<file path="config.mk">
export PLATFORM = sky130hd
export DESIGN_NAME = mwmr_ctrl
export DESIGN_NICKNAME = d
export VERILOG_FILES = /design/src/mwmr_pkg.sv /design/src/mwmr_ctrl.sv
export SDC_FILE = /design/constraint.sdc
export NUM_CORES = 1
export LEC_CHECK = 0
export BUFFER_PORTS_ARGS = -buffer_cell sky130_fd_sc_hd__buf_2
export CORE_AREA = 2 2 39 41
export CTS_CLUSTER_DIAMETER = 200
export DETAILED_ROUTE_END_ITERATION = 8
export DIE_AREA = 0 0 41 43
export SYNTH_ARGS = -nofsm -noshare
export SYNTH_HDL_FRONTEND = slang
export SYNTH_SLANG_ARGS = --single-unit
</file>
<file path="constraint.sdc">
create_clock -name clk_i -period 1.4 [get_ports clk_i]
set_input_delay 0.21 -clock clk_i [delete_from_list [all_inputs] [get_ports clk_i]]
set_output_delay 0.21 -clock clk_i [all_outputs]
set_load 0.01 [all_outputs]
</file>
<file path="src/mwmr_pkg.sv">
package mwmr_pkg;

  localparam int unsigned DATA_W          = 32;
  localparam int unsigned RES_W           = 33;
  localparam int unsigned ADDR_W          = 5;
  localparam int unsigned MAX_COLUMNS_DEF = 1024;
  localparam int unsigned MAX_HALF_DEF    = 7;

  // Register indexes on the configuration port
  typedef enum logic [2:0] {
    REG_MODE   = 3'd0,
    REG_HALF_W = 3'd1,
    REG_HALF_H = 3'd2,
    REG_COLS   = 3'd3,
    REG_ROWS   = 3'd4,
    REG_NODATA = 3'd5
  } reg_idx_e;

  typedef struct packed {
    logic                     operation;
    logic signed [DATA_W-1:0] pixel_value;
  } in_item_t;

  typedef struct packed {
    logic signed [RES_W-1:0] result_value;
    logic                    is_nodata;
    logic                    last_of_frame;
  } out_item_t;

  typedef struct packed {
    logic              mode;
    logic [2:0]        half_w;
    logic [2:0]        half_h;
    logic [10:0]       cols;
    logic [15:0]       rows;
    logic [DATA_W-1:0] nodata;
  } cfg_t;

  typedef struct packed {
    logic take;
    logic rd_centre;
    logic chk_centre;
    logic scan_init;
    logic scan_step;
    logic div_start;
    logic out_load;
  } dp_cmd_t;

  typedef struct packed {
    logic ready;
    logic centre_nodata;
    logic scan_last;
    logic div_busy;
    logic out_free;
    logic mode;
  } dp_status_t;

endpackage

</file>
<file path="src/mwmr_ctrl.sv">
module mwmr_ctrl (
  input  logic                 clk_i,
  input  logic                 rst_ni,
  input  logic                 in_valid_i,
  output logic                 in_stall_o,
  input  mwmr_pkg::dp_status_t status_i,
  output mwmr_pkg::dp_cmd_t    cmd_o
);
  import mwmr_pkg::*;

  typedef enum logic [2:0] {
    S_IDLE, S_EVAL, S_CHECK, S_SCAN, S_FLUSH, S_DIVS, S_DIVW, S_OUTP
  } state_e;

  state_e state_q;

  assign in_stall_o = (state_q != S_IDLE);

  // issue datapath commands for the current step
  always_comb begin
    cmd_o            = '0;
    cmd_o.take       = in_valid_i && (state_q == S_IDLE);
    cmd_o.rd_centre  = (state_q == S_EVAL) && status_i.ready;
    cmd_o.chk_centre = (state_q == S_CHECK);
    cmd_o.scan_init  = (state_q == S_CHECK) && !status_i.centre_nodata;
    cmd_o.scan_step  = (state_q == S_SCAN);
    cmd_o.div_start  = (state_q == S_DIVS);
    cmd_o.out_load   = (state_q == S_OUTP) && status_i.out_free;
  end

  // advance the sequencer
  always_ff @(posedge clk_i or negedge rst_ni) begin
    if (!rst_ni) begin
      state_q <= S_IDLE;
    end else begin
      unique case (state_q)
        S_IDLE:  if (in_valid_i) state_q <= S_EVAL;
        S_EVAL:  state_q <= status_i.ready ? S_CHECK : S_IDLE;
        S_CHECK: state_q <= status_i.centre_nodata ? S_OUTP : S_SCAN;
        S_SCAN:  if (status_i.scan_last) state_q <= S_FLUSH;
        S_FLUSH: state_q <= status_i.mode ? S_OUTP : S_DIVS;
        S_DIVS:  state_q <= S_DIVW;
        S_DIVW:  if (!status_i.div_busy) state_q <= S_OUTP;
        S_OUTP:  if (status_i.out_free) state_q <= S_IDLE;
        default: state_q <= S_IDLE;
      endcase
    end
  end

endmodule

</file>
==> results by group, run 1 <==
Routing
  – Via count: 340
  – First-pass detailed-route iteration total: 2
  – Drt initial violations: 1
  – DRT antenna net count: 0
  – Routed vias/inst: 4.42
  – Drt drc: 0
  – Final wirelength: 736 um
  – DR WL/cell: 9.56 um

Run status
  – Outcome: complete, but fails checks
  – Failing checks: negative setup slack

Pwr
  – Comb pwr share: 0.625
  – LEAKAGE: 0.000236 uW
  – Peak supply drop: 698 uV
  – Internal power: 552 uW
  – Clock power share: 0.168
  – Pwr per Cell Area: 1980 nW/um^2
  – Sequential share of power: 0.207
  – Switch Pwr: 368 uW
  – Switching share of power: 0.400

Synth
  – #FFs+latches synth: 3
  – Multiplexer share of the synthesized area: 0
  – Yosys Warn Count: 0
  – Synth Net Count: 43
  – Yosys top cell area share: 0.261
  – Top cells by area, synth: dfrtp_1 (26%), buf_6 (12%), nand2_1 (6.5%)
  – Synth Area in Compound Gates: 0.230
  – Top-count cell post-synth: nand2_1
  – Xor and xnor fraction of the mapped netlist area: 0
  – Yosys top cell by area: dfrtp_1
  – Commonest cells in the netlist: nand2_1 (5), nor2_1 (4), buf_6 (3), dfrtp_1 (3)
  – Gate Count Post-Synth: 34
  – Post-synthesis adder-cell area fraction: 0
  – Syn Std Cell Area: 288 sq um
  – Post-synth EDFFs: 0
  – Synthesized area per cell: 8.46 sq um
  – Synth cell types: 20
  – Sequential fraction of the synthesis area: 0.261
  – Synth Area in Simple Gates: 0.365
  – Main synth FF type: dfrtp_1
  – Async SR Flop Fraction: 1.00
  – Largest family of logic cells by synthesized area: simple AND/OR/NAND/NOR gates

Clock tree
  – Clk_lat worst skew: 0.23 ns
  – Clock Pin Slew Worst Setup and Hold Paths: 0.04 ns
  – Max H-tree Level: 1
  – Cts bufs inserted: 3
  – CTS tree: built
  – CTS Root Cell: clkbuf_4
  – Clock buffer depth: 2
  – Sink Count: 3

Cells and area
  – Top reg by flops: state_q
  – Fin area: 464 sq um
  – Nets@finish: 71
  – Max reg flops: 3
  – ANT cells: 0
  – Share of layout cells above drive strength 1: 0.557
  – Fillers: 152
  – Post-layout util: 0.335
  – P&R area growth vs syn: 61.3%
  – Top Registers: state_q x3

Setup path
  – Arrival @ worst endpoint: 1.23 ns
  – Worst Setup End Kind: primary output
  – Crit Path Class: flop to primary output
  – Startpoint Class: flop
  – Crit path max fanout: 8
  – CP required: 1.19 ns

Timing
  – Min Tclk post-route: 1.44 ns
  – RSZ-0062 raised after global routing: true
  – Slew HR: 0.867
  – Fin. Hold Viols: 0
  – Worst hold margin: 0.278 ns
  – Clock Skew: 0.000834 ns
  – # setup viols final: 2
  – Setup ws final: -0.0403 ns
  – Tcrit/Tclk final: 1.03
  – FMAX: 694 MHz
  – Least-Margin Pin Slew: 0.198 ns
  – Max Slew Vio Count: 0

Global route
  – Largest net degree at the start of global routing: 11
  – First-pass GRT wire length: 1.16 mm
  – Gr usage total: 0.101
  – Antenna violations before repair: 0
  – Vias in the first global route: 294
  – Total grt overflow: 0

Placement
  – DP Wirelength: 493 um
  – Placed instance area: 377 sq um
  – Quantity of I/O buffers inserted on ports: 16
  – GPL Wtd Cong: 0.789
  – Place WS: 0.143 ns

Die
  – Starting density of the core: 0.208
  – I/O pin count: 17
  – Die width: 41 um
  – Core footprint: 1380 sq um
  – Die area: 1760 sq um
  – Row count: 14
  – Die height: 43 um

Run
  – Max cap viols: 0

Min path
  – Worst hold path class: input pin to flop
## through the flow
stage,power [uW],setup TNS [ns],cells
floorplan,558,0,34
global placement,634,0,66
detailed placement,635,0,66
CTS,875,-0.0868,75
global route,1010,-0.243,77
finish,920,-0.0619,77
## path summary, 6_finish.rpt
path	to	cells past startpoint	slack, ns	startpoint
hold / removal	state_q[1]$_DFFE_PN0P_	3	0.28	status_i[5]
max in group asynchronous	state_q[1]$_DFFE_PN0P_	2	0.98	rst_ni
min in group asynchronous	state_q[2]$_DFFE_PN0P_	2	0.30	rst_ni
setup / recovery	cmd_o[6]	3	-0.04	state_q[1]$_DFFE_PN0P_
hold reg to reg	state_q[0]$_DFFE_PN0P_	2	0.64	state_q[2]$_DFFE_PN0P_
setup reg to reg	state_q[1]$_DFFE_PN0P_	5	0.10	state_q[1]$_DFFE_PN0P_
## worst max-delay path, cell delays in order, from the launching register on
cell	delay, ns
dfrtp_2	0.45
or3_4	0.35
nor2_2	0.07
buf_2	0.12
## cell families (layout without fill, tap and decap cells)
family / count (synthesis) / count (layout)
AO/OA/AOI/OAI: 10 / 10
flip-flops: 3 / 3
buffers and inverters: 5 / 32
AND/OR/NAND/NOR: 16 / 16
## layout make-up
class                   instances  area (sq um)  area share
repair buffers                 26           161       0.348
well taps                      16          20.0      0.0431
clock buffers                   4          26.3      0.0566
multi-input cells              26           171       0.369
inverters                       2          7.51      0.0162
flip-flops and latches          3          77.6       0.167
## power groups by stage
stage                     registers [uW]  clock network, uW  logic, uW
after floorplan                      158                  0        399
after global placement               205                  0        430
final                                191                154        575
after CTS                            187                159        529
after global routing                 199                167        642
after detailed placement             209                  0        427
## routing by layer
metal  up-vias  GRT usage  wire, um
met5         -          0         0
met4         0      0.100         0
met3         0     0.0314        60
met2        13      0.134       359
met1       153      0.117       316
li1        174          -         -
## what timing repair did
item | CTS | global route
hold endpoints to repair | 3 | 0
hold buffers | 1 | 0
setup buffers | 4 | 2
resized for setup | 2 | 1
pin swaps | 1 | 0
endpoints found under the setup margin | 7 | 5
## placed cells by master (no fill, tap or decap)
master and n:
nor3b_4 1, clkbuf_1 1, buf_4 8, and2b_1 1, a31oi_1 1, a21oi_1 2
or3_4 1, nor4b_2 1, nor2_1 4, o21ai_0 1, dlygate4sd3_1 1, o21a_1 1
dfrtp_1 1, nand2_1 5, dfrtp_2 2, a2bb2oi_1 1, buf_2 16, inv_1 2
buf_6 1, nor2_2 1, a211oi_1 1, nor3b_1 1, o22ai_1 2, nand3_1 1
o22a_1 1, clkbuf_4 3
(Power assumes the default switching activity.)
==> run 2, diff against run 1 <==
--- a/config.mk
+++ b/config.mk
@@ -13,3 +13,4 @@
 export SYNTH_ARGS = -nofsm -noshare
 export SYNTH_HDL_FRONTEND = slang
 export SYNTH_SLANG_ARGS = --single-unit
+export TNS_END_PERCENT = 50
==> run 2 against run 1 <==
Compared with the run above: the flow still finishes with violations (negative setup slack); critical endpoint unchanged; sequential cell count did not move; final area fell by 1.6%; cell count fell by 1.3%; combinational power fell by 3%; hold slack improved by 0.0013 ns; via count fell by 0.29%; power fell by 1.9%.
==> results by group, run 2 (synthesized netlist as in run 1, its figures left out) <==
Routing
  – Drt initial violations: 2 (was 1)
  – Final wirelength: 727 um (was 736 um)
  – Via count: 339 (was 340)
  – DRT antenna net count: 0 (unchanged)
  – DR WL/cell: 9.57 um (was 9.56 um)
  – First-pass detailed-route iteration total: 2 (unchanged)
  – Routed vias/inst: 4.46 (was 4.42)
  – Drt drc: 0 (unchanged)

Cells and area
  – Top Registers: state_q x3 (unchanged)
  – Share of layout cells above drive strength 1: 0.550 (was 0.557)
  – Cell Count, Final, Fillers Out: 76 (was 77)
  – Post-layout util: 0.330 (was 0.335)
  – Commonest non-fill, non-tap cells in the layout: buf_2 (16), buf_4 (7), nand2_1 (5) (was buf_2 (16), buf_4 (8), nand2_1 (5))
  – P&R area growth vs syn: 58.7% (was 61.3%)
  – ANT cells: 0 (unchanged)
  – Top reg by flops: state_q (unchanged)
  – Commonest non-fill, non-tap cell in the layout: buf_2 (unchanged)
  – Max reg flops: 3 (unchanged)
  – Nets@finish: 70 (was 71)

Clock tree
  – Clock Pin Slew Worst Setup and Hold Paths: 0.04 ns (about the same)
  – Cts bufs inserted: 3 (unchanged)
  – Max H-tree Level: 1 (unchanged)
  – Clock buffer depth: 2 (unchanged)
  – Sink Count: 3 (unchanged)
  – CTS Root Cell: clkbuf_4 (unchanged)
  – Clk_lat worst skew: 0.23 ns (about the same)
  – CTS tree: built (unchanged)

Pwr
  – LEAKAGE: 0.000231 uW (was 0.000236 uW)
  – Peak supply drop: 675 uV (was 698 uV)
  – Pwr per Cell Area: 1980 nW/um^2 (about the same)

Timing
  – Max Slew Vio Count: 0 (unchanged)
  – Least-Margin Pin Slew: 0.201 ns (was 0.198 ns)
  – Tcrit/Tclk final: 1.03 (about the same)
  – # setup viols final: 2 (unchanged)
  – Clock Skew: 0.00123 ns (was 0.000834 ns)
  – Slew HR: 0.865 (was 0.867)
  – Fin. Hold Viols: 0 (unchanged)
  – Worst hold margin: 0.280 ns (was 0.278 ns)
  – Min Tclk post-route: 1.44 ns (about the same)
  – RSZ-0062 raised after global routing: true (unchanged)
  – FMAX: 694 MHz (about the same)
  – Setup ws final: -0.0414 ns (was -0.0403 ns)
  – Final TNS setup: -0.0624 ns (was -0.0619 ns)

Setup path
  – Crit Path Class: flop to primary output (unchanged)
  – Arrival @ worst endpoint: 1.23 ns (about the same)
  – CP required: 1.19 ns (about the same)
  – Startpoint Class: flop (unchanged)
  – FF-to-FF path depth: 4 (was 5)
  – Critical Path Start: state_q[1]$_DFFE_PN0P_ (unchanged)
  – Crit path max fanout: 8 (unchanged)
  – Worst Setup End Kind: primary output (unchanged)
  – Worst reg2reg startpoint: state_q[1]$_DFFE_PN0P_ (unchanged)

Die
  – Die width: 41 um (unchanged)
  – Die area: 1760 sq um (unchanged)
  – Row count: 14 (unchanged)
  – Die height: 43 um (unchanged)
  – I/O pin count: 17 (unchanged)
  – Starting density of the core: 0.208 (unchanged)
  – Core footprint: 1380 sq um (unchanged)

Run status
  – Outcome: complete, but fails checks (unchanged)
  – Failing checks: negative setup slack (unchanged)

Placement
  – Place WS: 0.143 ns (unchanged)
  – DP Wirelength: 493 um (unchanged)
  – Quantity of I/O buffers inserted on ports: 16 (unchanged)
  – Inst Count DP: 66 (unchanged)
  – GPL Wtd Cong: 0.789 (unchanged)

Global route
  – Antenna violations before repair: 0 (unchanged)
  – Gr usage total: 0.101 (unchanged)
  – First-pass GRT wire length: 1.16 mm (unchanged)
  – Largest net degree at the start of global routing: 11 (unchanged)
  – Total grt overflow: 0 (unchanged)
  – Vias in the first global route: 294 (unchanged)

Min path
  – Depth of the worst hold-timing path: 3 (unchanged)
  – Worst hold path class: input pin to flop (unchanged)
  – Hold Crit Start: status_i[5] (unchanged)

Run
  – Max cap viols: 0 (unchanged)
==> run 2: per-layer routing <==
metal	vias up	share of wire	global-route usage
li1	172	-	-
met2	13	0.50	0.134
met4	0	0	0.100
met5	-	0	0
met3	0	0.081	0.0314
met1	154	0.41	0.117
==> run 2: repair_timing <==
action,4_1_cts,5_1_grt
endpoints found under the hold margin,3,0
buffers inserted,4,1
setup endpoints to repair,7,5
gates resized for setup,2,1
hold buffers,1,0
pin swaps,1,1
==> run 2: final timing paths <==
check	endpoint	slack (ns)
min	state_q[1]$_DFFE_PN0P_	0.28
max in group asynchronous	state_q[1]$_DFFE_PN0P_	0.98
min in group asynchronous	state_q[2]$_DFFE_PN0P_	0.30
min reg2reg	state_q[0]$_DFFE_PN0P_	0.64
max reg2reg	state_q[1]$_DFFE_PN0P_	0.21
max	cmd_o[6]	-0.04
==> run 2: final cells by class <==
type / instances / area (sq um)
clock buffers: 4 / 26.3
fillers: 150 / 927
inverters: 2 / 7.51
multi-input cells: 26 / 171
flip-flops and latches: 3 / 77.6
well taps: 16 / 20.0
repair buffers: 25 / 154
==> run 2: where the power goes <==
part	internal, uW	switching, uW	total (uW)
Clock	107	46.6	154
Combinational	299	259	558
Sequential	134	57.8	191
Total	539	364	903
==> run 2: through the flow <==
stage	total power (uW)	cell area [sq um]
after global routing	993	457
after detailed placement	635	377
final	903	457
after CTS	875	445
after global placement	634	377
after floorplan	558	288
==> run 2: critical path, cell delays in order, from the launching register on <==
cell,delay (ns)
dfrtp_2,0.45
or3_4,0.35
nor2_2,0.07
buf_2,0.12
