$ cat src/mwmr_pkg.sv
package mwmr_pkg;

  localparam int unsigned DATA_W          = 32;
  localparam int unsigned RES_W           = 33;
  localparam int unsigned ADDR_W          = 5;
  localparam int unsigned MAX_COLUMNS_DEF = 1024;
  localparam int unsigned MAX_HALF_DEF    = 7;

  // Register indexes on the configuration port
  typedef enum logic [2:0] {
    REG_MODE   = 3'd0,
    REG_HALF_W = 3'd1,
    REG_HALF_H = 3'd2,
    REG_COLS   = 3'd3,
    REG_ROWS   = 3'd4,
    REG_NODATA = 3'd5
  } reg_idx_e;

  typedef struct packed {
    logic                     operation;
    logic signed [DATA_W-1:0] pixel_value;
  } in_item_t;

  typedef struct packed {
    logic signed [RES_W-1:0] result_value;
    logic                    is_nodata;
    logic                    last_of_frame;
  } out_item_t;

  typedef struct packed {
    logic              mode;
    logic [2:0]        half_w;
    logic [2:0]        half_h;
    logic [10:0]       cols;
    logic [15:0]       rows;
    logic [DATA_W-1:0] nodata;
  } cfg_t;

  typedef struct packed {
    logic take;
    logic rd_centre;
    logic chk_centre;
    logic scan_init;
    logic scan_step;
    logic div_start;
    logic out_load;
  } dp_cmd_t;

  typedef struct packed {
    logic ready;
    logic centre_nodata;
    logic scan_last;
    logic div_busy;
    logic out_free;
    logic mode;
  } dp_status_t;

endpackage

$ cat src/mwmr_regs.sv
module mwmr_regs (
  input  logic                          clk_i,
  input  logic                          rst_ni,
  input  logic                          psel,
  input  logic                          penable,
  input  logic                          pwrite,
  input  logic [mwmr_pkg::ADDR_W-1:0]   paddr,
  input  logic [31:0]                   pwdata,
  output logic [31:0]                   prdata,
  output logic                          pready,
  output mwmr_pkg::cfg_t                cfg_o,
  output logic                          restart_o
);
  import mwmr_pkg::*;

  cfg_t       cfg_q;
  logic       wr;
  logic [2:0] idx;

  assign wr        = psel && penable && pwrite;
  assign idx       = paddr[4:2];
  assign pready    = 1'b1;
  assign cfg_o     = cfg_q;
  // restart the frame on any write to a known register
  assign restart_o = wr && (idx <= REG_NODATA);

  // hold the registers
  always_ff @(posedge clk_i or negedge rst_ni) begin
    if (!rst_ni) begin
      cfg_q.mode   <= 1'b0;
      cfg_q.half_w <= 3'd1;
      cfg_q.half_h <= 3'd1;
      cfg_q.cols   <= 11'd1024;
      cfg_q.rows   <= 16'd1024;
      cfg_q.nodata <= 32'h8000_0000;
    end else if (wr) begin
      unique case (idx)
        REG_MODE:   cfg_q.mode   <= pwdata[0];
        REG_HALF_W: cfg_q.half_w <= pwdata[2:0];
        REG_HALF_H: cfg_q.half_h <= pwdata[2:0];
        REG_COLS:   cfg_q.cols   <= pwdata[10:0];
        REG_ROWS:   cfg_q.rows   <= pwdata[15:0];
        REG_NODATA: cfg_q.nodata <= pwdata;
        default: ;
      endcase
    end
  end

  // read back
  always_comb begin
    unique case (idx)
      REG_MODE:   prdata = {31'd0, cfg_q.mode};
      REG_HALF_W: prdata = {29'd0, cfg_q.half_w};
      REG_HALF_H: prdata = {29'd0, cfg_q.half_h};
      REG_COLS:   prdata = {21'd0, cfg_q.cols};
      REG_ROWS:   prdata = {16'd0, cfg_q.rows};
      REG_NODATA: prdata = cfg_q.nodata;
      default:    prdata = 32'd0;
    endcase
  end

endmodule

$ cat config.mk
export PLATFORM = sky130hd
export DESIGN_NAME = mwmr_regs
export DESIGN_NICKNAME = d
export VERILOG_FILES = /design/src/mwmr_pkg.sv /design/src/mwmr_regs.sv
export SDC_FILE = /design/constraint.sdc
export NUM_CORES = 1
export LEC_CHECK = 0
export ABC_AREA = 1
export BUFFER_PORTS_ARGS = -buffer_cell sky130_fd_sc_hd__buf_2
export CAP_MARGIN = 20
export CORE_ASPECT_RATIO = 1.5
export CORE_MARGIN = 3
export CORE_UTILIZATION = 35
export CTS_CLUSTER_DIAMETER = 50
export DETAILED_ROUTE_END_ITERATION = 16
export PLACE_DENSITY = 0.71
export SLEW_MARGIN = 20
export SYNTH_ARGS = -nofsm -noshare
export SYNTH_HDL_FRONTEND = slang
export SYNTH_SLANG_ARGS = --single-unit
$ cat constraint.sdc
create_clock -name clk_i -period 0.95 [get_ports clk_i]
set_input_delay 0.0475 -clock clk_i [delete_from_list [all_inputs] [get_ports clk_i]]
set_output_delay 0.0475 -clock clk_i [all_outputs]
set_load 0.02 [all_outputs]
==> impl_metrics.csv, run 1 <==
group,metric,value,unit
run_status,status,"finished, violations left",
run_status,violations,"negative setup slack",
critical_path,critPathMaxFanout,2,
clocking,clkTransAtPathRegs,0.05,ns
yosys,synthFlopType,"dfrtp_1",
die,die_y,122.3,microns
clocking,root_buffer,"clkbuf_16",
global_route,grt_pass1_wl,17090,microns
layout,insertedDiodeCount,0,
critical_path,worstPathRequired,0.90,ns
clocking,cts_num_sinks,66,
yosys,synth_area,3157,sq um
power_and_ir_drop,power,11.76,mW
sta,rsz0062_at_grt,"true",
yosys,synth_cell_types,27,
global_route,grt.overflow.total,0,
route,drt_wl_total,11260,microns
critical_path,crit_type,"register to output port",
route,first_pass_iters,4,
sta,fmaxAchievable,765.2,MHz
placement,dp_hpwl,7028,microns
critical_path,crit_path_end_kind,"output port",
placement,dp_cells,647,
yosys,synthArstFlopShare,100.0,%
yosys,synth_nets,426,
yosys,synth_area_leaders,"dfrtp_1 (48%), nand2_1 (15%), o21ai_0 (8.2%)",
route,wl_per_cell,15.73,microns
global_route,grt_pass1_vias,3620,
yosys,syn_inst,384,
route,vias,3485,
route,drc_errors,0,
layout,nNetsFinal,646,
sta,fin_crit_sh,137.6,%
placement,place_ws,-0.1630,ns
flow_run,drv_cap,0,
clocking,cts_tree,"done",
layout,largest_register_ffs,66,
sta,clock_skew,0,ns
layout,stdcell_area,5589,sq um
layout,final_util,64.85,%
placement,placed_cell_area,4267,sq um
die,initial_utilization,36.63,%
yosys,synth_compound_area_share,13.67,%
route,ant_nets,0,
yosys,synth_top_area_share,48.36,%
critical_path,r2r_start,"cfg_o[25]",
sta,hold_viol_final,0,
yosys,synth_top_family_by_area,"simple AND/OR/NAND/NOR gates",
die,die_area,10220,sq um
critical_path,crit_start,"cfg_o[61]",
yosys,synthMuxAreaShare,0,%
clocking,htree_levels,3,
yosys,synth-adder-area-share,0,%
sta,fin_tns_setup,-6.518,ns
power_and_ir_drop,power.density,2105,nW/um^2
yosys,synth_seq_area_share,52.52,%
die,core_area,8618,sq um
min_path,hold_path.class,"input port to register",
yosys,yosys.area.top_type,"dfrtp_1",
sta,holdWs,0.01767,ns
global_route,antenna_found_initial,0,
placement,io_buffers,138,
layout,multi_input_area,1305,sq um
power_and_ir_drop,p_leak,2.817,nW
route,drtIter0Drc,122,
layout,area_growth,77.05,%
yosys,ys_ff_latch,66,
layout,final_cell_count_no_fill,716,
power_and_ir_drop,ir_drop,1.234,mV
critical_path,crit_path_max_incr_delay,0.41,ns
yosys,synthXorXnorAreaFrac,0,%
placement,place_congestion,0.9353,
die,num_rows,41,
yosys,syn_avg_cell_area,8.221,sq um
yosys,yosys.area_share.simple,23.90,%
critical_path,cp_cell_sequence,"nand3_1 > nand2_1 > nor2_1 > nand2_1 > buf_6",
sta,setup_violations,56,
sta,slew_viol_final,0,
global_route,track_usage,21.04,%
critical_path,path_common_cell,"nand2_1",
critical_path,crit_arrival,1.26,ns
sta,period_minus_slack,1.307,ns
critical_path,crit_path_top_delay_cell,"dfrtp_1",
clocking,clock_path_buffers,2,
global_route,grt_max_degree,67,
critical_path,start_kind,"register",
yosys,synth_warnings,0,
layout,n_fill_cell,669,
clocking,numCtsBuffers,9,
layout,drive_gt1_share,46.31,%
sta,fin_ws,-0.3568,ns
route,avgViaCountPerCell,4.867,
die,die_x,83.54,microns
min_path,hold_start,"pwdata[2]",
die,pin_count,142,
layout,ff_latch_area,1658,sq um
yosys,synth_edf_count,0,
clocking,clk_latency,0.32,ns
layer usage:
layer	global-route usage, %	vias up	routed length [microns]
li1	-	1656	-
met1	23.67	1653	4211
met2	37.15	140	6021
met3	3.425	36	584
met4	13.18	0	446
met5	0	-	0
placed cells by master, fill, tap and decap left out:
master	count
clkinvlp_4	1
buf_6	71
buf_12	8
clkinv_2	1
inv_1	19
nor2_8	1
conb_1	1
nand2_4	1
nor2_2	7
o21ai_0	51
nand3_2	3
o22ai_2	5
clkbuf_16	9
a21oi_1	1
dlygate4sd3_1	31
nor3_2	1
nand2_1	122
nor2_4	7
nor2_1	15
clkbuf_8	3
buf_4	46
nand2_2	3
nand3_4	2
o21ai_2	7
buf_2	73
dfrtp_1	61
nand4_1	4
dfstp_2	5
o211ai_1	8
bufinv_16	2
clkbuf_4	1
nand3_1	8
inv_2	25
o21ai_1	6
final timing paths:
check	to	slack, ns	cells after the start
min in group asynchronous	cfg_o[64]	0.26	3
min reg2reg	cfg_o[58]	0.50	2
max	prdata[2]	-0.36	5
min	cfg_o[34]	0.02	3
max reg2reg	cfg_o[25]	0.01	5
max in group asynchronous	cfg_o[59]	0.35	3
cell families after synthesis:
| family | after synthesis |
|---|---|
| compound gates | 78 |
| buf+inv | 65 |
| flops | 66 |
| other cells | 1 |
| simple gates | 174 |
worst max-delay path: cells and delay by family (launching register included):
kind                   cells  cell delay, ns
DFF                        1            0.41
and+or+nand+nor            4            0.39
buffers and inverters      1            0.13
layout make-up:
| class | instances | share of cell area (%) |
|---|---|---|
| clock buffer | 12 | 4.768 |
| clock inverter | 4 | 1.298 |
| inverter | 44 | 2.955 |
| multi-input combinational | 253 | 23.35 |
| sequential | 66 | 29.66 |
| tap | 107 | 2.395 |
| timing repair buffer | 230 | 35.57 |
cell usage after synthesis, types with 2 or more instances:
master	number
nor2_4	3
buf_4	8
nor2_1	24
nand2_1	125
o21ai_2	4
o22ai_1	5
buf_6	4
nand3_2	2
clkbuf_1	4
inv_1	43
nand3_1	10
o21ai_1	8
o211ai_1	8
nand4_1	4
dfrtp_1	61
o21ai_0	52
nor2_2	2
buf_2	4
dfstp_2	5
where the power goes:
group | switching (mW) | leakage, nW | total (mW) | internal (mW)
Combinational | 2.24 | 1.87 | 4.19 | 1.95
Sequential | 0.472 | 0.787 | 3.92 | 3.45
Clock | 1.15 | 0.165 | 3.65 | 2.50
Total | 3.86 | 2.82 | 11.8 | 7.91
timing repair:
item / 4_1_cts / 5_1_grt
pin swaps: 39 / 13
setup endpoints to repair: 54 / 74
gates resized for setup: 115 / 74
hold buffers: 31 / 0
endpoints found under the hold margin: 113 / 0
buffers inserted: 22 / 12
Note: power is estimated with default switching activity, not from simulation.
==> run 2: changes to the inputs <==
==> constraint.sdc (replaced) <==
create_clock -name clk_i -period 1.27 [get_ports clk_i]
set_input_delay 0.0635 -clock clk_i [delete_from_list [all_inputs] [get_ports clk_i]]
set_output_delay 0.0635 -clock clk_i [all_outputs]
set_load 0.02 [all_outputs]
==> run 2 against run 1 <==
Compared with the run above: sequential share of layout area increased by 5.9 points; register-to-register slack improved by 0.44 ns; the run still ends with negative setup slack left; clock power down 36%; clock skew is the same; setup slack improved by 0.28 ns; first-iteration DRC count down 12%; critical path depth decreased by 2; cell count is 5.6% lower.
==> impl_metrics.csv, run 2 (synthesis gave the netlist of run 1 again) <==
group,metric,value,unit
global_route,grt_pass1_vias,3289,
layout,mostFrequentLayoutCell,"buf_2",
clocking,root_buffer,"clkbuf_16",
die,die_area,10220,sq um
critical_path,start_kind,"register",
route,drtIter0Drc,107,
sta,setup_violations,2,
layout,drive_gt1_share,34.45,%
clocking,cts_tree,"done",
power_and_ir_drop,power.density,1602,nW/um^2
layout,ff_latch_area,1658,sq um
clocking,clk_latency,0.32,ns
sta,rsz0062_at_grt,"true",
layout,multi_input_area,1195,sq um
route,vias,3252,
global_route,track_usage,19.16,%
die,num_rows,41,
critical_path,crit_type,"register to output port",
flow_run,drv_cap,0,
layout,n_fill_cell,797,
min_path,hold_path.class,"input port to register",
sta,fin_ws,-0.07374,ns
global_route,antenna_found_initial,0,
route,drc_errors,0,
power_and_ir_drop,p_leak,2.481,nW
critical_path,crit_arrival,1.28,ns
placement,dp_hpwl,6721,microns
sta,period_minus_slack,1.344,ns
placement,place_congestion,0.9218,
power_and_ir_drop,power,7.458,mW
die,die_x,83.54,microns
die,core_area,8618,sq um
critical_path,crit_path_end_kind,"output port",
sta,fin_crit_sh,105.8,%
run_status,status,"finished, violations left",
clocking,cts_num_sinks,66,
layout,final_cell_mix,"buf_2 (133), nand2_1 (125), dfrtp_1 (61)",
layout,stdcell_area,4656,sq um
critical_path,critPathMaxFanout,2,
layout,nNetsFinal,606,
critical_path,worstPathRequired,1.21,ns
sta,slew_viol_final,0,
layout,insertedDiodeCount,0,
clocking,numCtsBuffers,9,
global_route,grt_pass1_wl,15610,microns
global_route,grt_max_degree,67,
sta,clock_skew,0,ns
power_and_ir_drop,ir_drop,0.9519,mV
die,initial_utilization,36.63,%
route,first_pass_iters,4,
sta,fmaxAchievable,744.2,MHz
run_status,violations,"negative setup slack",
layout,largest_register_ffs,66,
route,ant_nets,0,
sta,hold_viol_final,0,
layout,area_growth,47.48,%
route,wl_per_cell,14.30,microns
placement,place_ws,0.03110,ns
die,pin_count,142,
clocking,htree_levels,3,
global_route,grt.overflow.total,0,
die,die_y,122.3,microns
route,avgViaCountPerCell,4.811,
placement,placed_cell_area,3973,sq um
route,drt_wl_total,9668,microns
placement,io_buffers,138,
clocking,clock_path_buffers,2,
clocking,clkTransAtPathRegs,0.05,ns
## run 2: cell count changes in the layout (fill, tap and decap cells not counted), sizes merged
cell / change
clkinv: +1
clkbuf: +1
inv: -2
buf: -40
bufinv: -1
clkinvlp: +1
## run 2: what timing repair did
item,CTS,global route
endpoints found under the hold margin,112,0
buffers inserted,7,1
gates resized for setup,8,4
endpoints found under the setup margin,3,12
pin swaps,7,4
hold buffers,31,0
## run 2: per-layer routing
layer	up-vias	wire length [microns]	global-route usage [%]	share of wire, %
met5	-	0	0	0
met4	0	298	10.36	3.1
met3	24	565	4.030	5.8
met2	127	5214	35.14	54
met1	1527	3589	20.56	37
li1	1574	-	-	-
## run 2: where the power goes
group          leakage (nW)  switching [mW]  internal, mW
logic                  1.56            1.44         0.793
registers             0.787           0.292          2.58
clock network         0.138           0.835          1.51
total                  2.48            2.57          4.89
## run 2: final timing paths
| path | start | to | slack, ns | cells past startpoint |
|---|---|---|---|---|
| min in group asynchronous | rst_ni | cfg_o[38] | 0.29 | 3 |
| max in group asynchronous | rst_ni | cfg_o[59] | 0.65 | 3 |
| min | pwdata[1] | cfg_o[33] | 0.05 | 3 |
| max reg2reg | cfg_o[62] | cfg_o[62] | 0.45 | 3 |
| min reg2reg | cfg_o[58] | cfg_o[58] | 0.49 | 2 |
| max | cfg_o[42] | prdata[10] | -0.07 | 3 |
## run 2: layout make-up
| class | instances | area share (%) |
|---|---|---|
| clock buffer | 13 | 5.160 |
| clock inverter | 3 | 0.8600 |
| inverter | 44 | 3.709 |
| multi-input combinational | 253 | 25.67 |
| sequential | 66 | 35.61 |
| tap | 107 | 2.876 |
| timing repair buffer | 190 | 26.12 |
## run 2: per-stage QoR
step,utilization (%),TNS (ns),instances,hold slack [ns]
floorplan,-,0,384,-0.2321
global placement,46.09,0,621,0.1056
detailed placement,46.09,0,621,0.1124
CTS,53.79,-0.09348,675,0.02664
global route,54.02,-0.2831,676,0.03860
finish,54.02,-0.1425,676,0.04580
## run 2: critical path: stages (launching register included)
cell and delay, ns:
dfstp_2 0.54, inv_2 0.04, o211ai_1 0.20, buf_4 0.18
==> run 3: changes to the inputs <==
--- a/config.mk
+++ b/config.mk
@@ -11,6 +11,7 @@
 export CORE_ASPECT_RATIO = 1.5
 export CORE_MARGIN = 3
 export CORE_UTILIZATION = 35
+export CTS_BUF_LIST = sky130_fd_sc_hd__clkbuf_8 sky130_fd_sc_hd__clkbuf_16
 export CTS_CLUSTER_DIAMETER = 50
 export DETAILED_ROUTE_END_ITERATION = 16
 export PLACE_DENSITY = 0.71
==> run 3 against run 2 <==
Compared with the run above: the flow still finishes with violations (negative setup slack); non-clock buffer count is the same; sequential power is essentially flat; core utilization stayed put; cell area did not move; total power shrank 0.44%; clock-buffer cell count down 4; clock skew is the same; sequential share of layout area stayed put; critical path depth unchanged; critical endpoint unchanged; largest cell class unchanged; largest power group unchanged.
==> impl_metrics.csv, run 3 (synthesis gave the netlist of run 1 again) <==
group,metric,value,unit
sta,holdWs,0.04614,ns
sta,period_minus_slack,1.343,ns
run_status,violations,"negative setup slack",
critical_path,worstPathRequired,1.21,ns
sta,hold_viol_final,0,
sta,fin_ws,-0.07291,ns
critical_path,crit_path_end_kind,"output port",
global_route,grt_pass1_vias,3289,
critical_path,crit_path_max_incr_delay,0.54,ns
critical_path,cp_cell_sequence,"inv_2 > o211ai_1 > buf_4",
route,drtIter0Drc,111,
sta,clock_skew,0,ns
critical_path,critPathMaxFanout,2,
critical_path,rr_worst_depth,3,
die,pin_count,142,
flow_run,drv_cap,0,
clocking,clkTransAtPathRegs,0.05,ns
sta,fin_crit_sh,105.7,%
sta,slew_viol_final,0,
critical_path,crit_path_top_delay_cell,"dfstp_2",
route,avgViaCountPerCell,4.803,
critical_path,timing.rr.end,"cfg_o[62]",
global_route,grt.overflow.total,0,
placement,place_ws,0.03110,ns
die,num_rows,41,
power_and_ir_drop,ir_drop,0.9314,mV
sta,setup_violations,2,
clocking,cts_num_sinks,66,
min_path,hold_path.class,"input port to register",
min_path,hold_depth,3,
route,first_pass_iters,4,
clocking,htree_levels,3,
die,core_area,8618,sq um
critical_path,crit_arrival,1.28,ns
global_route,grt_max_degree,67,
clocking,numCtsBuffers,9,
clocking,root_buffer,"clkbuf_16",
layout,area_growth,47.48,%
die,die_y,122.3,microns
min_path,hold_start,"pwdata[1]",
global_route,grt_pass1_wl,15610,microns
sta,rsz0062_at_grt,"true",
clocking,clk_latency,0.32,ns
layout,nNetsFinal,606,
sta,fmaxAchievable,744.7,MHz
clocking,clock_path_buffers,2,
critical_path,start_kind,"register",
power_and_ir_drop,power.density,1595,nW/um^2
layout,largest_register_ffs,66,
critical_path,r2r_start,"cfg_o[62]",
route,drt_wl_total,9665,microns
run_status,status,"finished, violations left",
critical_path,rrSetupSlack,0.45,ns
critical_path,crit_type,"register to output port",
layout,final_cell_mix,"buf_2 (133), nand2_1 (125), dfrtp_1 (61)",
route,vias,3247,
die,die_x,83.54,microns
placement,dp_hpwl,6721,microns
layout,drive_gt1_share,34.45,%
layout,insertedDiodeCount,0,
power_and_ir_drop,p_leak,2.498,nW
placement,place_congestion,0.9218,
layout,mostFrequentLayoutCell,"buf_2",
min_path,whs_endpoint,"cfg_o[33]",
route,ant_nets,0,
die,initial_utilization,36.63,%
global_route,antenna_found_initial,0,
clocking,cts_tree,"done",
route,drc_errors,0,
route,wl_per_cell,14.30,microns
die,die_area,10220,sq um
global_route,track_usage,19.16,%
placement,io_buffers,138,
run 3: cell count changes in the layout (fill, tap and decap cells not counted), sizes merged:
cell	change
clkbuf	-4
inv	+4
run 3: worst max-delay path by stage:
stage / depth (start not counted) / to / from / slack, ns
after detailed placement: 5 / cfg_o[49] / paddr[2] / 0.03
after global routing: 5 / prdata[0] / cfg_o[62] / -0.13
after floorplan: 2 / prdata[10] / cfg_o[42] / 0.18
after CTS: 3 / prdata[10] / cfg_o[42] / -0.05
after global placement: 7 / prdata[10] / paddr[3] / 0.04
final: 3 / prdata[10] / cfg_o[42] / -0.07
run 3: per-layer routing:
layer	track usage (%)	wire, microns
met5	0	0
met1	20.56	3606
met4	10.36	281
met2	35.14	5216
met3	4.030	561
run 3: final cells by class:
type	instances	area, sq um
multi-input combinational	253	1195
inverter	44	172.7
clock buffer	9	225.2
clock inverter	7	55.05
tap	107	133.9
sequential	66	1658
timing repair buffer	190	1216
fill	797	3963
run 3: critical path, delay by kind of cell, from the launching register on:
family / cells / cell delay, ns
buffers and inverters: 2 / 0.22
AOI/OAI and AO/OA: 1 / 0.20
DFF: 1 / 0.54
run 3: per-stage QoR:
step           std cells  total power, mW  TNS (ns)  util [%]  area (sq um)
3_3_place_gp         621            4.910         0     46.09          3973
6_report             676            7.426   -0.1417     54.02          4656
4_1_cts              675            7.499  -0.09383     53.79          4636
3_5_place_dp         621            4.979         0     46.09          3973
5_1_grt              676            7.827   -0.2833     54.02          4656
2_1_floorplan        384            4.101         0         -          3157
run 3: power breakdown:
group          leakage (nW)  total (mW)  internal, mW  switching [mW]
combinational          1.56        2.24         0.793            1.44
sequential            0.787        2.87          2.58           0.291
clock                 0.154        2.32          1.48           0.835
run 3: repair_timing:
action,CTS,global route
buffers inserted,7,1
gates resized for setup,8,4
endpoints found under the setup margin,3,12
hold buffers,31,0
endpoints found under the hold margin,112,0
pin swaps,7,4
